### config.mk
export PLATFORM = sky130hd
export DESIGN_NAME = wsc_ctrl
export DESIGN_NICKNAME = d
export VERILOG_FILES = /design/src/rtl/wsc_pkg.sv /design/src/rtl/wsc_ctrl.sv
export SDC_FILE = /design/constraint.sdc
export NUM_CORES = 1
export LEC_CHECK = 0
export ABC_AREA = 1
export BUFFER_PORTS_ARGS = -buffer_cell sky130_fd_sc_hd__buf_2
export CORE_AREA = 10 10 47 49
export DETAILED_ROUTE_END_ITERATION = 6
export DIE_AREA = 0 0 57 59
export PLACE_DENSITY = 0.32
export SETUP_SLACK_MARGIN = 0.15
export SYNTH_ARGS = -nofsm -noshare
export SYNTH_HDL_FRONTEND = slang
export SYNTH_SLANG_ARGS = --single-unit
### constraint.sdc
create_clock -name clk -period 1.1 [get_ports clk]
set_clock_uncertainty 0.15 [all_clocks]
set_input_delay 0.22 -clock clk [delete_from_list [all_inputs] [get_ports clk]]
set_output_delay 0.22 -clock clk [all_outputs]
set_load 0.02 [all_outputs]
### src/rtl/wsc_pkg.sv
// Shared types and constants for the wakeup/switch correlator.
// Used by the controller, the datapath and the top level.
package wsc_pkg;

  localparam int TIME_BITS = 64;
  localparam int CNT_BITS  = 32;
  localparam int HELD_BITS = 7;

  typedef enum logic {
    OP_WAKEUP = 1'b0,
    OP_SWITCH = 1'b1
  } op_t;

  // controller to datapath
  typedef struct packed {
    logic start;
    logic scan;
    logic finish;
  } wsc_cmd_t;

  // datapath to controller
  typedef struct packed {
    logic scan_done;
  } wsc_sts_t;

endpackage

### src/rtl/wsc_ctrl.sv
// Sequencer for one event: accept, table scan, finish, result transfer.
// Depends on wsc_pkg.
module wsc_ctrl
  import wsc_pkg::*;
(
  input  logic     clk,
  input  logic     rst_n,
  input  logic     in_valid,
  output logic     in_stall,
  output logic     out_valid,
  input  logic     out_stall,
  output wsc_cmd_t cmd,
  input  wsc_sts_t sts
);

  typedef enum logic [1:0] {
    ST_IDLE,
    ST_SCAN,
    ST_FIN,
    ST_OUT
  } state_t;

  state_t state_r, state_nxt;
  logic   in_stall_r, out_valid_r;

  always_comb begin
    state_nxt = state_r;
    unique case (state_r)
      ST_IDLE: if (in_valid) state_nxt = ST_SCAN;
      ST_SCAN: if (sts.scan_done) state_nxt = ST_FIN;
      ST_FIN:  state_nxt = ST_OUT;
      ST_OUT:  if (!out_stall) state_nxt = ST_IDLE;
      default: state_nxt = ST_IDLE;
    endcase
  end

  always_ff @(posedge clk) begin
    if (!rst_n) begin
      state_r     <= ST_IDLE;
      in_stall_r  <= 1'b0;
      out_valid_r <= 1'b0;
    end else begin
      state_r     <= state_nxt;
      in_stall_r  <= (state_nxt != ST_IDLE);
      out_valid_r <= (state_nxt == ST_OUT);
    end
  end

  assign in_stall   = in_stall_r;
  assign out_valid  = out_valid_r;
  assign cmd.start  = (state_r == ST_IDLE) && in_valid;
  assign cmd.scan   = (state_r == ST_SCAN);
  assign cmd.finish = (state_r == ST_FIN);

endmodule

# ---- Word level (Yosys, flattened, before mapping)
# Cells that the tools add are included.
dict set report classes {
  n_bitwise 0
  div 0
  n_reduce_logical 3
  magnitude_cmp 0
  add_sub_neg 0
  multipliers 0
  mux 4
  shift 0
  eq_ne 4
}
# op n
set op_table {}
lappend op_table {{$pmux W2 S4} 1}
lappend op_table {{$eq A2 B2 Y1 const B} 3}
lappend op_table {{$mux W2} 3}
lappend op_table {{$eq A2 B1 Y1 const B} 1}
lappend op_table {{$logic_not A2 Y1} 1}
lappend op_table {{$reduce_bool A2 Y1} 1}
lappend op_table {{$logic_and A1 B1 Y1} 1}
dict set report word_totals {
  output_inout_bits 5
  ff_bits 4
  ramBits 0
  in_bits 5
  wordCells 14
  latch_bits 0
  mem_count 0
  mem_bits_ro 0
}

# ---- Longest topological paths before layout
dict set report depth {
  ltp_word 3
  ltp_mapped 6
  ltp_nobuf 6
}

# ---- Worst setup path before layout
# Ideal clock, no wire load.
dict set report synth_path {
  path_kind {flip-flop to output port}
  startpoint {register state_r[1]}
  endpoint {output cmd[0] in the netlist's numbering}
  arrival_time_ns 0.698
  t_required_ns 0.730
  slack_ns 0.032
  path_stages_with_launch 3
  cell_sequence {dfxtp_1 -> inv_1 -> nor2_1}
}
# item line
set synth_rtl {}
lappend synth_rtl {{from (decl)} wsc_ctrl.sv:23} ;# state_t state_r, state_nxt;
lappend synth_rtl {{from (signal assigned)} wsc_ctrl.sv:43} ;# state_r <= state_nxt;
lappend synth_rtl {{to (decl)} wsc_ctrl.sv:12} ;# output wsc_cmd_t cmd,

==> impl_metrics.tcl <==
set metrics [dict create \
    outcome "finished with violations" \
    violations "setup timing" \
    cap_viol_max_count 0 \
    cp_slowest_cell "dfxtp_4" \
    syn_avg_cell_area_um2 6.45 \
    grt_usage 0.0333 \
    synth-edff-count 0 \
    fin_crit_sh 1.16 \
    endpoint_kind "primary output" \
    cp.arrival_ps 900 \
    worstSkewPairLatency_ps 230 \
    fillers 174 \
    synth-seq-cells 4 \
    synth_fp_nets 31 \
    seq_area_um2 90.1 \
    reg2reg_depth 7 \
    vias 200 \
    ff2ff_setup_slack_ps -60 \
    hold_end "out_valid" \
    first_iter_violations 1 \
    period_needed_ps 1270 \
    clock_path_buffers 2 \
    r2r_start "state_r[0]" \
    path_class "reg -> out" \
    clkPwrFrac 0.355 \
    grt_pass1_wl_um 841 \
    gp_congestion 0.702 \
    synthTopCellsByArea "dfxtp_1 (48%), inv_1 (18%), nand2_1 (16%)" \
    yosysSeqAreaShare 0.478 \
    critPathRequiredTime_ps 730 \
    hold_start "rst_n" \
    synth_common_cells "inv_1 (8), nand2_1 (7), dfxtp_1 (4), nor2_1 (4)" \
    cts_root_buf "clkbuf_4" \
    slowest_delay_ps 360 \
    start_util 0.120 \
    fin_ws_ps -172 \
    peakVddDrop_mv 0.824 \
    swShare 0.288 \
    wl_um 510 \
    multi_input_area_um2 83.8 \
    setup_viol 5 \
    path_buf_inv 2 \
    synth_cell_types 7 \
    r2r-end "in_stall" \
    netlist_area_um2 168 \
    grt_max_degree 6 \
    grt.met2_usage 0.0341 \
    fp.dieW_um 57 \
    die_area_um2 3360 \
    core-area_um2 1400 \
    power_leakage_nw 0.198 \
    yosysMostFrequentCell "inv_1" \
    antenna_found_initial 0 \
    placed_area_um2 235 \
    grt-busiest-layer "met3" \
    fmax_mhz 786 \
    postLayoutCellArea_um2 345 \
    rows 14 \
    dr.pass1.iters 3 \
    combinationalPowerShare 0.295 \
    drc 0 \
    hpwl_um 372 \
    io_buffers 9 \
    grt_use_met3 0.0472 \
    hold_viol_final 0 \
    tritoncts "built" \
    synth_top_cell_area_share 0.478 \
    grt_pass1_vias 198 \
    layout.nets 49 \
    yosys.area.top_type "dfxtp_1" \
    diodes 0 \
    cell_internal_pwr_mw 0.361 \
    start_kind "flop" \
    grt_use_met1 0.0358 \
    fin_cells 58 \
    max_slew_margin 0.937 \
    p_total_mw 0.507 \
    fin_util 0.246 \
    viasPerCell 3.45 \
    cp_max_fo 5 \
    rsz0062_at_grt "true" \
    pwr-share-seq 0.351 \
    worstPathCellList "nor2_4 -> nand2_2 -> inv_2 -> buf_6" \
    hold_depth 3 \
    synth-async-reset-ratio 0 \
    report.final.slew_viol_count 0 \
    ios 10 \
    dp_cells 51 \
    cts_sinks 4 \
    startpoint "state_r[0]" \
    grt-ovfl-total 0 \
    die_y_um 59 \
    drive_gt1_frac 0.738 \
    antenna_left 0 \
    hold_class "in -> reg" \
    tightestPinTransition_ps 93.7 \
    synth-main-ff-cell "dfxtp_1" \
    htree_levels 1 \
    synthCells 26 \
    clkTransAtPathRegs_ps 40 \
    synth_warnings 0 \
    numCtsBuffers 3 \
    area_growth_pct 106 \
    critical-path-top-delay-family "flip-flops" \
    power.density_nw_per_um2 1470 \
    switchingPower_mw 0.146 \
    fin_tns_setup_ps -546 \
    wl_per_cell_um 8.79 \
]
==> timing repair <==
| action | in CTS | in global routing |
|---|---|---|
| hold buffers | 0 | 0 |
| resized for setup | 14 | 9 |
| setup buffers | 4 | 0 |
| pin swaps | 2 | 4 |
| endpoints found under the hold margin | 0 | 0 |
| endpoints found under the setup margin | 8 | 8 |
==> layout by cell type (no fill, tap or decap) <==
| master | count |
|---|---|
| inv_1 | 5 |
| buf_6 | 3 |
| inv_2 | 3 |
| nor2_1 | 2 |
| nor2_2 | 1 |
| buf_2 | 4 |
| nand3_2 | 1 |
| nand2_2 | 4 |
| nor2_4 | 1 |
| dfxtp_4 | 2 |
| o21ai_2 | 1 |
| clkbuf_4 | 3 |
| dfxtp_2 | 2 |
| buf_4 | 6 |
| nand2_1 | 4 |
==> metrics by stage <==
stage | hold slack (ps) | setup slack (ps)
after detailed placement | 315 | 11.9
after global routing | 77.6 | -233
final | 71.3 | -172
after floorplan | 182 | 114
after CTS | 60.0 | -173
after global placement | 313 | 1.78
==> registers in the layout (all words and copies together), names as in the netlist <==
register,cells
in_stall,1
out_valid,1
state_r,2
==> worst max path at each step <==
stage,endpoint,slack (ps),cells past startpoint
2_1_floorplan,cmd[0],110,2
3_3_place_gp,cmd[2],2,4
3_5_place_dp,cmd[2],10,4
4_1_cts,cmd[2],-170,4
5_1_grt,cmd[2],-230,4
6_report,cmd[2],-170,4
==> layer usage <==
| metal | share of wire | vias up |
|---|---|---|
| li1 | - | 105 |
| met1 | 0.46 | 84 |
| met2 | 0.36 | 11 |
| met3 | 0.18 | 0 |
| met4 | 0 | 0 |
| met5 | 0 | - |
==> tightest hold or removal path, delay by kind of cell <==
family / cells / cell delay, ps
AND/OR/NAND/NOR: 1 / 30
buffers and inverters: 2 / 170
==> power by group through the flow <==
stage	combinational, mW	clock [mW]	sequential (mW)
floorplan	0.0501	0	0.181
global placement	0.0942	0	0.173
detailed placement	0.0928	0	0.173
CTS	0.139	0.190	0.175
global route	0.166	0.211	0.180
finish	0.150	0.180	0.178
==> cell type report <==
type / count / share of cell area
Sequential cell: 4 / 0.261
Tap cell: 16 / 0.0580
Clock buffer: 3 / 0.0652
Multi-Input combinational cell: 14 / 0.243
Timing Repair Buffer: 13 / 0.286
Inverter: 8 / 0.0870
==> logic make-up after synthesis <==
kind of cell | share of synthesized area
DFF | 0.478
AOI/OAI and AO/OA | 0.0298
buffers and inverters | 0.179
and+or+nand+nor | 0.313
No activity file was read; power rests on OpenSTA's default activity.
